File: src/hdl/hwct_pkg.sv
package hwct_pkg;

  localparam int unsigned Buckets   = 1024;
  localparam int unsigned Ways      = 4;
  localparam int unsigned MaxChars  = 20;
  localparam int unsigned KeyBytes  = 20;
  localparam int unsigned BucketW   = $clog2(Buckets);
  localparam int unsigned WayW      = (Ways > 1) ? $clog2(Ways) : 1;
  localparam int unsigned EntryW    = 64 + 64 + 32 + 32;
  localparam logic [31:0] HashMult  = 32'd31;
  localparam logic [31:0] CountMax  = 32'hFFFF_FFFF;

  typedef enum logic [1:0] {
    FuncIncr  = 2'd0,
    FuncQuery = 2'd1,
    FuncClear = 2'd2,
    FuncNone  = 2'd3
  } func_e;

  typedef enum logic [2:0] {
    StInit,
    StIdle,
    StHash,
    StRead,
    StMerge,
    StOut
  } state_e;

  typedef struct packed {
    logic [31:0] khi;
    logic [63:0] kmi;
    logic [63:0] klo;
  } key_t;

  // per-lane compare result toward the merge stage
  typedef struct packed {
    logic        valid;
    logic        hit;
    logic [31:0] count;
  } lane_res_t;

endpackage

File: src/hdl/hwct_merge.sv
// Combine the lane results: first hit wins, else lowest free way.
module hwct_merge (
  input  hwct_pkg::lane_res_t           res_i [hwct_pkg::Ways],
  output logic                          hit_o,
  output logic                          free_o,
  output logic [hwct_pkg::WayW-1:0]     way_o,
  output logic [31:0]                   count_o
);
  always_comb begin
    logic [hwct_pkg::WayW-1:0] fw;
    hit_o = 1'b0; free_o = 1'b0; way_o = '0; count_o = '0; fw = '0;
    for (int w = hwct_pkg::Ways - 1; w >= 0; w--) begin
      if (res_i[w].hit) begin
        hit_o = 1'b1; way_o = hwct_pkg::WayW'(w); count_o = res_i[w].count;
      end
      if (!res_i[w].valid) begin
        free_o = 1'b1; fw = hwct_pkg::WayW'(w);
      end
    end
    if (!hit_o) way_o = fw;
  end
endmodule
File: config.mk
export PLATFORM = sky130hd
export DESIGN_NAME = hwct_merge
export DESIGN_NICKNAME = d
export VERILOG_FILES = /design/src/hdl/hwct_pkg.sv /design/src/hdl/hwct_merge.sv
export SDC_FILE = /design/constraint.sdc
export NUM_CORES = 1
export LEC_CHECK = 0
export ABC_AREA = 1
export BUFFER_PORTS_ARGS = -buffer_cell sky130_fd_sc_hd__buf_2
export CELL_PAD_IN_SITES_DETAIL_PLACEMENT = 1
export CELL_PAD_IN_SITES_GLOBAL_PLACEMENT = 1
export CORE_ASPECT_RATIO = 0.8
export CORE_MARGIN = 2
export CORE_UTILIZATION = 20
export DETAILED_ROUTE_END_ITERATION = 8
export PLACE_DENSITY = 0.92
export SLEW_MARGIN = 20
export SYNTH_ARGS = -nofsm -noshare
export SYNTH_HDL_FRONTEND = slang
export SYNTH_SLANG_ARGS = --single-unit
File: constraint.sdc
create_clock -name vclk -period 2.1
set_input_delay 0.42 -clock vclk [all_inputs]
set_output_delay 0.42 -clock vclk [all_outputs]
set_load 0.005 [all_outputs]
# Word level (Yosys, flattened, before mapping)
# Index checks and enable logic that the tools add are counted.
[op_classes] n_addsub=0 mul=0 div_mod_pow=0 order_cmp=0 eq_ne=0 shift=0 n_mux=21 n_bitwise=0 n_reduce_logical=0
[op_table] cell="$mux 32" count=4
[op_table] cell="$mux 2" count=9
[op_table] cell="$mux 1" count=8
[word_totals] regBits=0 latch_bits=0 ramBits=0 romBits=0 in_bits=136 out_inout_bits=36 elab_cells=21 mem_count=0

# Depth between registers and ports, before layout
# Gate-level depths: netlist of run 1.
[logic_depth] ltp_word=5 depth_mapped=7 depth_no_buf=5

# Least setup slack after synthesis of run 1
# Ideal clock, no wire load.
[synth_path] path_kind="input to output" start="input port res_i[66] (netlist bit)" end="output port count_o[10]" t_arrival_ps=953 required_ps=1680 slack_ps=727 stages=6 path_buffers=2 path_cell_list="buf_6 buf_4 a21oi_1 nand2_1 nand2_1 nand2_1"
[synth_via] elab_chain_len=3
[synth_rtl] element="start, declared" line_no="hwct_merge.sv:3" rtl="input hwct_pkg::lane_res_t res_i [hwct_pkg::Ways],"
[synth_rtl] element="$mux 32 (3 in a row)" line_no="hwct_merge.sv:13" rtl="if (res_i[w].hit) begin"
[synth_rtl] element="end, declared" line_no="hwct_merge.sv:7" rtl="output logic [31:0] count_o"
# No other way between the ends.

# Final worst setup path of run 1
[layout_path] start="input port res_i[100] (netlist bit)" end="output port count_o[14]"
[layout_via] elab_chain_len=2
[layout_rtl] element="$mux 32 (2 in a row)" line_no="hwct_merge.sv:13"
# No other way between the ends.

==> results.json, run 1 <==
{
  "status": "complete, no violations",
  "grt_pass1_wl_um": 11470,
  "placed_cell_area_sq_um": 2245,
  "yosysSeqAreaShare": 0,
  "ant_nets": 0,
  "met2_usage": 0.3572,
  "slowest_stage": "buf_2",
  "cp_cell_sequence": "buf_2 -> buf_4 -> a21oi_1 -> nand2_1 -> nand2_1 -> nand2_1 -> buf_2",
  "core_region_area_sq_um": 6824,
  "crit_type": "in2out",
  "synthMuxAreaShare": 0,
  "via_count": 2543,
  "cp_num_buf_inv": 3,
  "synth_common_cells": "133 x nand2_1, 46 x nor2_1, 34 x nand3_1, 33 x a21oi_1, 20 x nor2_2",
  "peakVddDrop_mv": 0.06475,
  "die_height_um": 78.80,
  "cts.hold.buffers_added": 0,
  "vias_per_cell": 4.666,
  "synth_cell_type_count": 15,
  "nClkBuffers": 0,
  "grt_usage": 0.1758,
  "period_needed_ns": 1.903,
  "hp-start": "res_i[121]",
  "port_buffers": 172,
  "ctsResizeCount": 0,
  "synthSimpleGateAreaFrac": 0.6959,
  "syn_nets": 435,
  "die-area_sq_um": 7683,
  "pre_cts_slack_ns": 0.2039,
  "yosysTopAreaCell": "nand2_1",
  "endpoint_kind": "primary output",
  "area_growth_pct": 60.64,
  "rsz0062_at_grt": "no",
  "dr.pass1.iters": 4,
  "fin_crit_sh": 0.9064,
  "num-nets-final": 595,
  "finalSetupTns_ns": 0,
  "netlist_area_sq_um": 1399,
  "synthAdderAreaFrac": 0,
  "setup_ws_ns": 0.1966,
  "arrival_ns": 1.48,
  "endpoint": "count_o[14]",
  "grt_antenna_before_repair": 1,
  "synth_compound_area_frac": 0.1270,
  "avgSynthCellArea_sq_um": 4.678,
  "synthCells": 299,
  "use_met1": 0.1986,
  "start_util": 0.2050,
  "fmax_mhz": 525.4,
  "grt_max_degree": 34,
  "grt_pass1_vias": 2554,
  "seq_area_sq_um": 0,
  "p_per_area_nw_per_um2": 202.2,
  "wl_per_cell_um": 13.23,
  "synth.most_common_cell": "nand2_1",
  "grt-busiest-layer": "met2",
  "die_w_um": 97.50,
  "cp_top_family": "buffers and inverters",
  "stdcell_area_sq_um": 2247,
  "synth_top_family_by_area": "simple AND/OR/NAND/NOR gates",
  "hold_viol_final": 0,
  "remaining_drc_errors": 0,
  "yosysTopAreaCellShare": 0.3569,
  "place.gp.congestion": 0.8532,
  "required_ns": 1.68,
  "ios": 172,
  "worst-path-max-fanout": 18,
  "crit_path_frequent_cell": "nand2_1",
  "cp-startpoint": "res_i[100]",
  "nFillCells": 1014,
  "grtUsageMet3": 0.02113,
  "rows": 27,
  "yosys-top-cells-area": "nand2_1 36%, nor2_1 12%, nand3_1 12%, a21oi_1 12%, nor2_2 8.9%",
  "hpwl_um": 5927,
  "maxCapViolations": 0,
  "relSlewSlack": 0.6669,
  "min_path_type": "in2out",
  "whs_ns": 1.105,
  "design.seq.count": 0,
  "multi_input_area_sq_um": 1151,
  "setup_viol": 0,
  "routed_wl_um": 7208,
  "start_kind": "primary input",
  "drive_above_1_share": 0.4486,
  "post_cts_buffers": 0,
  "slowest_delay_ns": 0.35,
  "drt-initial-drc-count": 47,
  "grt_overflow": 0,
  "synth_xor_area_frac": 0,
  "ys_warn_count": 0,
  "path_depth": 7,
  "cellLeakagePower_nw": 1.364,
  "slew_viol_final": 0,
  "tightest_slew_ns": 0.4997
}
[worst min-delay path, stage by stage]
cell,delay (ns)
buf_2,0.07
nand2_1,0.04
nand2_1,0.05
buf_2,0.10
[final cells by class]
type,count,area share
multi-input combinational,269,0.5122
timing repair buffer,183,0.4254
tap,87,0.04844
inverter,5,0.01281
antenna,1,0.001114
[routing by layer]
metal	part of all wire	up-vias	routed length [um]
met1	0.39	1176	2779
met2	0.54	104	3885
met4	0.0062	0	45
li1	-	1259	-
met5	0	-	0
met3	0.069	4	498
[where the power goes]
| group | leakage [nW] | total, mW | switching [mW] | internal (mW) |
|---|---|---|---|---|
| clock network | 0.00000634 | 0.0000000640 | 0 | 0.0000000640 |
| logic | 1.36 | 0.454 | 0.237 | 0.217 |
| registers | 0 | 0 | 0 | 0 |
| total | 1.36 | 0.454 | 0.237 | 0.217 |
[through the flow]
step	power (mW)	cells	utilization
2_1_floorplan	0.2412	299	-
3_3_place_gp	0.4390	544	0.3289
3_5_place_dp	0.4589	544	0.3289
4_1_cts	0.4611	544	0.3289
5_1_grt	0.5149	545	0.3293
6_report	0.4544	545	0.3293
[cells in the final DEF (no fill, tap or decap)]
master	instances
a21boi_0	1
a21oi_1	33
buf_12	1
buf_2	172
buf_4	10
diode_2	1
inv_1	3
inv_4	1
inv_8	1
nand2_1	133
nand3_1	34
nand4_1	1
nor2_1	46
nor2_2	20
o21ai_1	1
[cells by family after synthesis]
group	after synthesis
buffers and inverters	30
AOI/OAI and AO/OA	35
and+or+nand+nor	234
[worst min-delay path by stage]
stage / end / cells past startpoint
5_1_grt: count_o[8] / 4
3_3_place_gp: count_o[30] / 4
6_report: count_o[19] / 4
3_5_place_dp: count_o[19] / 4
2_1_floorplan: free_o / 1
4_1_cts: count_o[19] / 4
Note: power is estimated with default switching activity, not from simulation.
==> run 2: changes to the inputs <==
ABC_AREA = unset   (was 1)
CORE_UTILIZATION = 16   (was 20)
PLACE_DENSITY = 0.93   (was 0.92)
==> run 2 against run 1 <==
Area after synthesis is 35% lower. Synthesized cell count is 56% lower. Flip-flop and latch count stayed put. Sequential share of layout area stayed put. Global-route usage is 1.2 points lower. Power is 14% lower. Critical path depth is 1 lower. Largest power group unchanged. Highest routed layer unchanged.
==> results.json, run 2 <==
{
  "design.seq.count": 0,
  "layout_commonest_cell": "buf_2",
  "cp-startpoint": "res_i[66]",
  "ant_nets": 0,
  "status": "complete, no violations",
  "remaining_drc_errors": 0,
  "multi_input_area_sq_um": 759.5,
  "synth_cell_type_count": 22,
  "seq_area_sq_um": 0,
  "relSlewSlack": 0.7162,
  "die-area_sq_um": 6275,
  "synth_common_cells": "31 x o22ai_1, 30 x a21oi_1, 20 x a22oi_1, 10 x a22oi_2, 8 x buf_6",
  "crit_type": "in2out",
  "ios": 172,
  "nFillCells": 763,
  "ys_warn_count": 0,
  "core_region_area_sq_um": 5465,
  "routed_wl_um": 5780,
  "cellLeakagePower_nw": 0.9271,
  "fmax_mhz": 543.7,
  "vias_per_cell": 4.952,
  "die_w_um": 88.07,
  "nClkBuffers": 0,
  "min_path_type": "in2out",
  "ctsResizeCount": 0,
  "arrival_ns": 1.42,
  "wl_per_cell_um": 15.45,
  "area_growth_pct": 99.58,
  "via_count": 1852,
  "synth.most_common_cell": "o22ai_1",
  "hp-start": "res_i[67]",
  "yosys-top-cells-area": "o22ai_1 21%, a21oi_1 17%, a22oi_1 17%, a22oi_2 14%, buf_6 10%",
  "peakVddDrop_mv": 0.05331,
  "maxCapViolations": 0,
  "die_height_um": 71.26,
  "pre_cts_slack_ns": 0.2530,
  "rsz0062_at_grt": "no",
  "p_per_area_nw_per_um2": 217.7,
  "grt_overflow": 0,
  "setup_ws_ns": 0.2606,
  "endpoint": "count_o[23]",
  "avgSynthCellArea_sq_um": 6.905,
  "post_cts_buffers": 0,
  "worst-path-max-fanout": 7,
  "place.gp.congestion": 0.8433,
  "period_needed_ns": 1.839,
  "rows": 24,
  "hpwl_um": 4901,
  "dr.pass1.iters": 4,
  "endpoint_kind": "primary output",
  "finalSetupTns_ns": 0,
  "tightest_slew_ns": 0.4256,
  "grt_pass1_wl_um": 8466,
  "power.total_mw": 0.3930,
  "setup_viol": 0,
  "num-nets-final": 434,
  "yosysTopAreaCell": "o22ai_1",
  "syn_nets": 267,
  "hold_viol_final": 0,
  "grt_max_degree": 38,
  "mostFrequentLayoutCells": "172 x buf_2, 31 x o22ai_1, 30 x a21oi_1, 20 x a22oi_1, 10 x a22oi_2",
  "grt_antenna_before_repair": 0,
  "required_ns": 1.68,
  "yosysSeqAreaShare": 0,
  "cts.hold.buffers_added": 0,
  "drive_above_1_share": 0.6622,
  "grt_pass1_vias": 1896,
  "utilization": 0.3304,
  "fin_crit_sh": 0.8759,
  "synthCells": 131,
  "port_buffers": 172,
  "slew_viol_final": 0,
  "drt-initial-drc-count": 18,
  "grt_usage": 0.1640,
  "n_antenna_cell": 0,
  "yosysTopAreaCellShare": 0.2144,
  "netlist_area_sq_um": 904.6,
  "start_util": 0.1655,
  "start_kind": "primary input"
}
## run 2: layout make-up
type,count,share of cell area
multi-input combinational,113,0.4207
tap,78,0.05405
timing repair buffer,181,0.5211
inverter,2,0.004158
## run 2: kinds of logic (layout without fill, tap and decap cells)
logic type | after synthesis | in the layout | synth area share
simple gates | 15 | 15 | 0.1065
buf+inv | 18 | 183 | 0.1604
compound gates | 98 | 98 | 0.7331
## run 2: how the worst min path moves through the flow
stage,slack (ns),endpoint,cells after the start
after CTS,1.13,free_o,3
after detailed placement,1.13,free_o,3
after floorplan,0.90,free_o,1
after global routing,1.17,free_o,3
after global placement,1.11,free_o,3
final,1.13,free_o,3
## run 2: critical path, cell delays in order
cell	delay [ns]
buf_2	0.11
and2b_4	0.31
buf_4	0.18
a22oi_2	0.06
a21oi_1	0.20
buf_2	0.14
## run 2: metal layers
metal	vias up	global-route usage	part of all wire
li1	881	-	-
met1	852	0.1790	0.36
met2	101	0.3283	0.53
met3	18	0.01498	0.078
met4	0	0.05051	0.034
met5	-	0	0
## run 2: where the power goes
| group | total (mW) | internal, mW | switching, mW |
|---|---|---|---|
| registers | 0 | 0 | 0 |
| logic | 0.393 | 0.215 | 0.178 |
| clock network | 0 | 0 | 0 |
| total | 0.393 | 0.215 | 0.178 |
## run 2: stage by stage
step                      cell area, sq um  cells  hold slack, ns
after global routing                  1805    374           1.171
after detailed placement              1805    374           1.135
after CTS                             1805    374           1.134
after floorplan                      904.6    131          0.9006
after global placement                1805    374           1.114
final                                 1805    374           1.131
