<file path="src/hdl/hwct_pkg.sv">
package hwct_pkg;

  localparam int unsigned Buckets   = 1024;
  localparam int unsigned Ways      = 4;
  localparam int unsigned MaxChars  = 20;
  localparam int unsigned KeyBytes  = 20;
  localparam int unsigned BucketW   = $clog2(Buckets);
  localparam int unsigned WayW      = (Ways > 1) ? $clog2(Ways) : 1;
  localparam int unsigned EntryW    = 64 + 64 + 32 + 32;
  localparam logic [31:0] HashMult  = 32'd31;
  localparam logic [31:0] CountMax  = 32'hFFFF_FFFF;

  typedef enum logic [1:0] {
    FuncIncr  = 2'd0,
    FuncQuery = 2'd1,
    FuncClear = 2'd2,
    FuncNone  = 2'd3
  } func_e;

  typedef enum logic [2:0] {
    StInit,
    StIdle,
    StHash,
    StRead,
    StMerge,
    StOut
  } state_e;

  typedef struct packed {
    logic [31:0] khi;
    logic [63:0] kmi;
    logic [63:0] klo;
  } key_t;

  // per-lane compare result toward the merge stage
  typedef struct packed {
    logic        valid;
    logic        hit;
    logic [31:0] count;
  } lane_res_t;

endpackage

</file>
<file path="src/hdl/hwct_hash.sv">
// Normalize the word and fold its bytes into h = h*31 + byte, one byte a cycle.
module hwct_hash (
  input  logic                clk_i,
  input  logic                rst_ni,
  input  logic                start_i,
  input  hwct_pkg::key_t      raw_i,
  output logic                done_o,
  output hwct_pkg::key_t      key_o,
  output logic [31:0]         hash_o
);
  localparam int unsigned IdxW = $clog2(hwct_pkg::KeyBytes + 1);
  logic [8*hwct_pkg::KeyBytes-1:0] bytes_q, bytes_d;
  logic [31:0]     hash_q;
  logic [IdxW-1:0] idx_q;
  logic            busy_q;
  logic [7:0]      cur;

  // clear everything from the first zero byte or past the character limit
  always_comb begin
    logic ended;
    logic [8*hwct_pkg::KeyBytes-1:0] r;
    ended = 1'b0;
    r = {raw_i.khi, raw_i.kmi, raw_i.klo};
    for (int i = 0; i < hwct_pkg::KeyBytes; i++) begin
      if (i >= hwct_pkg::MaxChars || r[8*i +: 8] == 8'd0) ended = 1'b1;
      bytes_d[8*i +: 8] = ended ? 8'd0 : r[8*i +: 8];
    end
  end

  assign cur = bytes_q[8*idx_q[IdxW-1:0] +: 8];

  always_ff @(posedge clk_i) begin
    if (start_i) bytes_q <= bytes_d;
  end

  always_ff @(posedge clk_i or negedge rst_ni) begin
    if (!rst_ni) begin
      busy_q <= 1'b0;
      idx_q  <= '0;
      hash_q <= '0;
    end else if (start_i) begin
      busy_q <= 1'b1;
      idx_q  <= '0;
      hash_q <= '0;
    end else if (busy_q) begin
      if (idx_q == IdxW'(hwct_pkg::KeyBytes) || cur == 8'd0) begin
        busy_q <= 1'b0;
      end else begin
        hash_q <= hash_q * hwct_pkg::HashMult + {24'd0, cur};
        idx_q  <= idx_q + 1'b1;
      end
    end
  end

  assign done_o = busy_q && (idx_q == IdxW'(hwct_pkg::KeyBytes) || cur == 8'd0);
  assign key_o  = bytes_q;
  assign hash_o = hash_q;
endmodule

</file>
<file path="config.mk">
export PLATFORM = sky130hd
export DESIGN_NAME = hwct_hash
export DESIGN_NICKNAME = d
export VERILOG_FILES = /design/src/hdl/hwct_pkg.sv /design/src/hdl/hwct_hash.sv
export SDC_FILE = /design/constraint.sdc
export NUM_CORES = 1
export LEC_CHECK = 0
export BUFFER_PORTS_ARGS = -buffer_cell sky130_fd_sc_hd__buf_2
export CAP_MARGIN = 0
export CORE_UTILIZATION = 30
export CTS_BUF_LIST = sky130_fd_sc_hd__clkbuf_16
export DETAILED_ROUTE_END_ITERATION = 16
export PLACE_DENSITY = 0.53
export SLEW_MARGIN = 20
export SYNTH_ARGS = -nofsm -noshare
export SYNTH_HDL_FRONTEND = slang
export SYNTH_SLANG_ARGS = --single-unit
</file>
<file path="constraint.sdc">
create_clock -name clk_i -period 7.4 [get_ports clk_i]
set_input_delay 0.37 -clock clk_i [delete_from_list [all_inputs] [get_ports clk_i]]
set_output_delay 0.37 -clock clk_i [all_outputs]
set_load 0.01 [all_outputs]
</file>
==> Word level (Yosys, flattened, before mapping) <==
Cells that the tools add are included.
{ "op_classes": {"addsub": 2, "multipliers": 1, "eq_ne": 2, "n_shift": 1, "mux": 29, "n_reduce_logical": 25} }
{ "ops": {"columns": ["operator", "count"], "rows": [
  ["$logic_not A8 Y1", 21],
  ["$shiftx A160 B9 Y8", 1],
  ["$mux W32", 3],
  ["$add A32 B8 Y32", 1],
  ["$mul A32 B5 Y32 const B", 1],
  ["$mux W1", 23],
  ["$mux W5", 3],
  ["$add A5 B1 Y5 const B", 1],
  ["$eq A5 B5 Y1 const B", 1],
  ["$ne A2 B2 Y1 const B", 1],
  ["$reduce_and A2 Y1", 1],
  ["$reduce_bool A2 Y1", 1],
  ["$logic_and A1 B1 Y1", 1],
  ["$logic_or A1 B1 Y1", 1]
]} }
{ "word_totals": {"ff_bits": 198, "input_bits": 163, "out_inout_bits": 193, "elab_cells": 83} }

==> Depth between registers and ports, before layout <==
Gate-level depths: netlist of the first run.
{ "logic_depth": {"ltp_word": 21, "depth_mapped": 21, "mapped_depth_nobuf": 18} }

==> Least setup slack after synthesis of the first run <==
OpenSTA, ideal clock, no wires.
{ "synth_path": {"kind": "reg-to-reg", "start": "register idx_q[0]", "end": "register hash_q[31] (netlist: hash_o[31])", "setup_ns": 0.127, "arrival_ns": 5.100, "required_time_ns": 7.273, "slack_ns": 2.173, "stages_incl_launch_ff": 20, "path_buffers": 2, "synth_period_minus_slack_ns": 5.227, "cell_sequence": "dfrtp_1 > buf_6 > buf_6 > mux4_2 > mux2_2 > a21o_1 > fa_1 > fa_1 > inv_1 > fa_1 > inv_1 > ha_1 > a21oi_1 > nand2_1 > o2111ai_1 > a311o_1 > a21oi_1 > o31a_1 > o21a_1 > mux2_1"} }
{ "synth_between": {"elab_chain_len": 5} }
{ "synth_rtl": {"columns": ["item", "line_no", "source"], "rows": [
  ["from (decl)", "hwct_hash.sv:14", "logic [IdxW-1:0] idx_q;"],
  ["from (signal assigned)", "hwct_hash.sv:50", "idx_q <= idx_q + 1'b1;"],
  ["$shiftx A160 B9 Y8", "hwct_hash.sv:30", "assign cur = bytes_q[8*idx_q[IdxW-1:0] +: 8];"],
  ["$add A32 B8 Y32 / $logic_not A8 Y1 (equally long branches)", "hwct_hash.sv:49, hwct_hash.sv:46", null],
  ["$mux W32 / $logic_or A1 B1 Y1 (equally long branches)", "hwct_hash.sv:46", "if (idx_q == IdxW'(hwct_pkg::KeyBytes) || cur == 8'd0) begin"],
  ["$mux W32 / $ne A2 B2 Y1 (equally long branches)", null, null],
  ["$mux W32 / $reduce_and A2 Y1 (equally long branches)", null, null],
  ["to (signal assigned)", "hwct_hash.sv:49", "hash_q <= hash_q * hwct_pkg::HashMult + {24'd0, cur};"],
  ["to (decl)", "hwct_hash.sv:13", "logic [31:0] hash_q;"]
]} }
Parallel ways exist; a longest one is shown, timed or not. The select of a mux whose other input is x is not followed.
A chain may end at the register's enable or synchronous reset.

==> Worst setup path in the final report of the first run <==
Ends and elaborated chain as after synthesis.

==> results.cfg, run 1 <==
[critical_path]
cp_slowest_cell = dfrtp_4
reg2reg_to = hash_o[31]
endpoint_kind = register
crit_top_cell = fa_1
startpoint_type = register
cp.arrival_ns = 6.42
r2r_cells = 18
crit_fanout = 42
critical-path-max-stage-delay_ns = 0.96
critical_path_class = register to register
timing.rr.start = idx_q[0]
crit_chain = mux4_2 -> o22ai_1 -> a211oi_1 -> a21o_1 -> fa_1 -> fa_1 -> inv_1 -> fa_1 -> inv_1 -> ha_1 -> a21oi_1 -> nand2_1 -> o2111ai_1 -> a311o_1 -> a21oi_1 -> o31a_1 -> o21a_1 -> mux2_1
r2r_slack_ns = 1.33
worstPathRequired_ns = 7.75

[synthesis]
synthTopCellsByArea = edfxtp_1, fa_1, dfrtp_1
synth_top_area_cell = edfxtp_1
yosysWarnings = 0
synthTopCellsByCount = inv_1, edfxtp_1, and2_1
asyncSetResetFlopFracSynth_pct = 19.19
synth_seq_area_share_pct = 42.42
synthCells = 1162
ys_ff_latch = 198
synth_nets = 1475
syn_area_sq_um = 13570
synth_edf_count = 160
synth_cell_type_count = 77
synth_top_area_share_pct = 35.41
syn_avg_cell_area_sq_um = 11.68
synth.most_common_cell = inv_1
synthFlopType = edfxtp_1

[detailed_routing]
via_per_inst = 4.939
num_vias = 10400
drcViolationCount = 0
wl_per_cell_um = 21.79
drtIter0Drc = 569
firstDrtPassIters = 5
finalWirelength_um = 45880
ant_nets = 0

[sta]
hold-worst-slack_ns = 0.08280
worst_pin_slew_ns = 0.9687
finalSetupViolations = 0
finalHoldViolations = 0
tns_ns = 0
maxSlewViolCount = 0
finalCritPeriodShare_pct = 82.01
skew_ns = 0.01704
period_needed_ns = 6.069
max_clock_freq_ghz = 0.1648
max-slew-margin-rel_pct = 35.42
rsz0062_at_grt = false

[hold_path]
hold_path_depth = 1
hold-path-endpoint = key_o[6]
hold_class = input port to register
min_from = raw_i[6]

[global_routing]
grt_max_degree = 143
gr-total-overflow = 0
grt_pass1_wl_um = 68240
antenna_found_initial = 4
grt_pass1_vias = 10760
grt_usage_pct = 19.96

[clock_network]
numCtsBuffers = 17
path_clk_slew_ns = 0.09
cts_tree = done
clkSinkCount = 198
clk_latency_ns = 0.47
root_buffer = clkbuf_16
cts_resized = 0
cts_max_level = 4
clk_path_buf_depth = 2

[floorplanning]
dieHeight_um = 214.7
die-area_sq_um = 46090
die_w_um = 214.7
start_util_pct = 30.55
rows = 77
io_pins = 356
core_sq_um = 44410

[layout]
fin_area_sq_um = 16550
nets = 1810
syn_to_final_growth_pct = 21.96
fin_util_pct = 37.26
drive_gt1_share_pct = 29.54

[placement]
placement.cell_area_sq_um = 15920
gp_congestion = 0.8804
dpl.hpwl_um = 37800
io_buffers = 355

[status]
outcome = finished, final reports clean

[job]
maxCapViolations = 0
registers in the layout, indices dropped and copies added (netlist names):
signal,flops
busy_q,1
hash_o,32
idx_q,5
key_o,160
stage by stage:
step,instances,setup WS [ns]
floorplan,1162,2.173
global placement,2069,1.435
detailed placement,2069,1.319
CTS,2101,1.287
global route,2104,0.9925
finish,2105,1.331
worst max-delay path: cells and delay by family (launching register included):
family	cells	cell delay, ns
compound gates	9	2.03
buf+inv	2	0.09
mux	2	0.89
fa+ha+maj	4	1.84
simple gates	1	0.11
flops	1	0.96
area by class of cell:
cell class / count / area (sq um)
Antenna cell: 3 / 7.507
Clock buffer: 17 / 425.4
Clock inverter: 15 / 173.9
Fill cell: 4423 / 27870
Inverter: 169 / 634.4
Multi-Input combinational cell: 749 / 6954
Sequential cell: 198 / 5759
Tap cell: 592 / 740.7
Timing Repair Buffer: 362 / 1853
what timing repair did:
item                                   4_1_cts  5_1_grt
setup endpoints to repair                    0        0
buffers inserted                             0        0
hold buffers                                 0        1
endpoints found under the hold margin        0       38
placed cells by master, fill, tap and decap left out, types with 4 or more instances in the layout:
cell         n
mux2i_1     27
a21oi_1     29
dfrtp_1     37
a21o_1      11
clkbuf_16   17
and3_1      54
edfxtp_1   160
nand3b_1     4
nor2b_1     15
o21ai_0     20
o211ai_1     4
nand4_1      7
fa_1        90
inv_1      169
buf_2      353
mux2_2       9
xnor2_1     13
o2111ai_1    4
and2_1     100
nor3_1      10
a211oi_1    11
or4_1       12
mux4_2      32
o21a_1       9
nand2_1     53
a31oi_1      4
a211o_1      4
inv_8        4
o32ai_1      4
clkinv_8     4
nor4_1      27
xor2_1       7
nand2b_1     8
nor2_1      48
ha_1        60
nand3_1     14
buf_4        6
worst max path at each step:
stage              from         end  slack (ns)  cells after the start
3_5_place_dp   idx_q[0]  hash_o[31]        1.32                     18
2_1_floorplan  idx_q[0]  hash_o[31]        2.17                     19
6_report       idx_q[0]  hash_o[31]        1.33                     18
3_3_place_gp   idx_q[0]  hash_o[31]        1.43                     18
5_1_grt        idx_q[0]  hash_o[31]        0.99                     18
4_1_cts        idx_q[0]  hash_o[31]        1.29                     18
logic make-up (layout without fill, tap and decap cells):
| kind of cell | after synthesis | in the layout | synth area share (%) |
|---|---|---|---|
| XOR/XNOR | 20 | 20 | 1.291 |
| multiplexers | 70 | 70 | 8.326 |
| flip-flops | 198 | 198 | 42.42 |
| AO/OA/AOI/OAI | 136 | 136 | 7.054 |
| AND/OR/NAND/NOR | 373 | 373 | 15.68 |
| other | 0 | 3 | 0 |
| adder cells (fa/ha/maj) | 150 | 150 | 18.81 |
| buffers and inverters | 215 | 563 | 6.418 |
per-layer routing:
layer	vias to the layer above	track usage (%)	wire (um)
met1	5252	24.14	18710
met5	-	0	13
met2	329	34.63	23280
met4	2	6.357	960
met3	45	4.993	2918
li1	4769	-	-
Power of run 1 is not shown: default switching activity piles up to over one toggle a cycle in this logic, so the estimate is an artifact.
==> run 2: changes to the inputs <==
--- a/config.mk
+++ b/config.mk
@@ -10,7 +10,7 @@
 export CORE_UTILIZATION = 30
 export CTS_BUF_LIST = sky130_fd_sc_hd__clkbuf_16
 export DETAILED_ROUTE_END_ITERATION = 16
-export PLACE_DENSITY = 0.53
+export PLACE_DENSITY = 0.55
 export SLEW_MARGIN = 20
 export SYNTH_ARGS = -nofsm -noshare
 export SYNTH_HDL_FRONTEND = slang
==> constraint.sdc (replaced) <==
create_clock -name clk_i -period 5.5 [get_ports clk_i]
set_input_delay 0.275 -clock clk_i [delete_from_list [all_inputs] [get_ports clk_i]]
set_output_delay 0.275 -clock clk_i [all_outputs]
set_load 0.01 [all_outputs]
==> run 2 against run 1 <==
Against the previous run: utilization is 1.2 points higher; sequential cell count did not move; fmax grew 14%; die area did not move.
==> results.cfg, run 2 (synthesis gave the netlist of run 1 again) <==
[status]
outcome = finished, final reports clean

[clock_network]
path_clk_slew_ns = 0.09
cts_tree = done
root_buffer = clkbuf_16
clkSinkCount = 198
numCtsBuffers = 17
cts_max_level = 4
clk_latency_ns = 0.47
clk_path_buf_depth = 2

[layout]
drive_gt1_share_pct = 32.09
fin_cells = 2144
seq_area_sq_um = 5759
multi_input_area_sq_um = 7104
mostFrequentLayoutCell = buf_2
filler_cell_count = 4404
largest_reg_flops = 160
final_cell_mix = buf_2, inv_1, edfxtp_1
nets = 1849
syn_to_final_growth_pct = 25.83

[floorplanning]
dieHeight_um = 214.7
core_sq_um = 44410
die_w_um = 214.7
start_util_pct = 30.55
io_pins = 356
die-area_sq_um = 46090
rows = 77

[global_routing]
grt_usage_pct = 19.85
grt_max_degree = 76
antenna_found_initial = 4
gr-total-overflow = 0
grt_pass1_vias = 10870
grt_pass1_wl_um = 68010

[detailed_routing]
num_vias = 10590
via_per_inst = 4.938
firstDrtPassIters = 5
drtIter0Drc = 623
wl_per_cell_um = 21.29
drcViolationCount = 0
ant_nets = 0
finalWirelength_um = 45640

[sta]
rsz0062_at_grt = true
maxSlewViolCount = 0
max-slew-margin-rel_pct = 33.53
finalCritPeriodShare_pct = 96.58
tns_ns = 0
finalSetupViolations = 0
worst_pin_slew_ns = 0.9880
skew_ns = 0.02859
hold-worst-slack_ns = 0.09559
max_clock_freq_ghz = 0.1883
period_needed_ns = 5.312
finalHoldViolations = 0

[critical_path]
endpoint_kind = register
critical_path_class = register to register
crit_fanout = 5
cp.arrival_ns = 5.67
r2r_cells = 20
startpoint_type = register
worstPathRequired_ns = 5.86

[hold_path]
hold_path_depth = 2
hold_class = input port to register

[placement]
io_buffers = 355
dpl.hpwl_um = 37380
dp.cells = 2088
gp_congestion = 0.8762

[job]
maxCapViolations = 0
## run 2: final timing paths
path / start / to / slack, ns
max: idx_q[0] / hash_o[31] / 0.19
min: raw_i[154] / key_o[154] / 0.1
max reg2reg: idx_q[0] / hash_o[31] / 0.19
min reg2reg: hash_o[13] / hash_o[13] / 0.64
max in group asynchronous: rst_ni / idx_q[0] / 4.69
min in group asynchronous: rst_ni / hash_o[10] / 0.34
## run 2: layout make-up
class                   instances  area share [%]
clock buffers                  17           2.492
flip-flops and latches        198           33.73
repair buffers                401           13.12
well taps                     592           4.338
multi-input cells             749           41.61
diodes                          3         0.04397
clock inverters                15          0.9453
inverters                     169           3.715
## run 2: through the flow
| stage | setup WS (ns) | cell area, sq um | utilization, % |
|---|---|---|---|
| after floorplan | 0.2726 | 13570 | - |
| after global placement | 0.09737 | 16090 | 36.22 |
| after detailed placement | 0.01100 | 16090 | 36.23 |
| after CTS | 0.001308 | 16770 | 37.77 |
| after global routing | -0.01623 | 17070 | 38.43 |
| final | 0.1883 | 17070 | 38.44 |
## run 2: layer usage
metal	track usage, %	up-vias	routed length (um)
li1	-	4850	-
met1	24.78	5321	18880
met2	34.40	364	23250
met3	3.745	52	2469
met4	6.429	0	1034
met5	0	-	0
## run 2: what timing repair did
action | CTS | global route
hold buffers | 9 | 0
hold endpoints to repair | 19 | 0
cloned | 0 | 1
buffers inserted | 0 | 12
pin swaps | 0 | 21
resized for setup | 1 | 33
setup endpoints to repair | 1 | 10
## run 2: worst max-delay path: stages (launching register included)
cell	delay, ns
dfrtp_4	0.53
buf_12	0.15
buf_12	0.12
buf_12	0.13
mux4_2	0.47
mux2i_2	0.21
nor3_1	0.09
a221oi_2	0.30
fa_1	0.45
inv_1	0.06
ha_1	0.16
fa_1	0.47
ha_1	0.30
a21o_1	0.18
and4_4	0.21
o2111ai_4	0.22
a311o_1	0.31
a21oi_2	0.09
o31a_1	0.25
o21a_1	0.19
mux2_1	0.30
Power of run 2 is left out for the same reason.
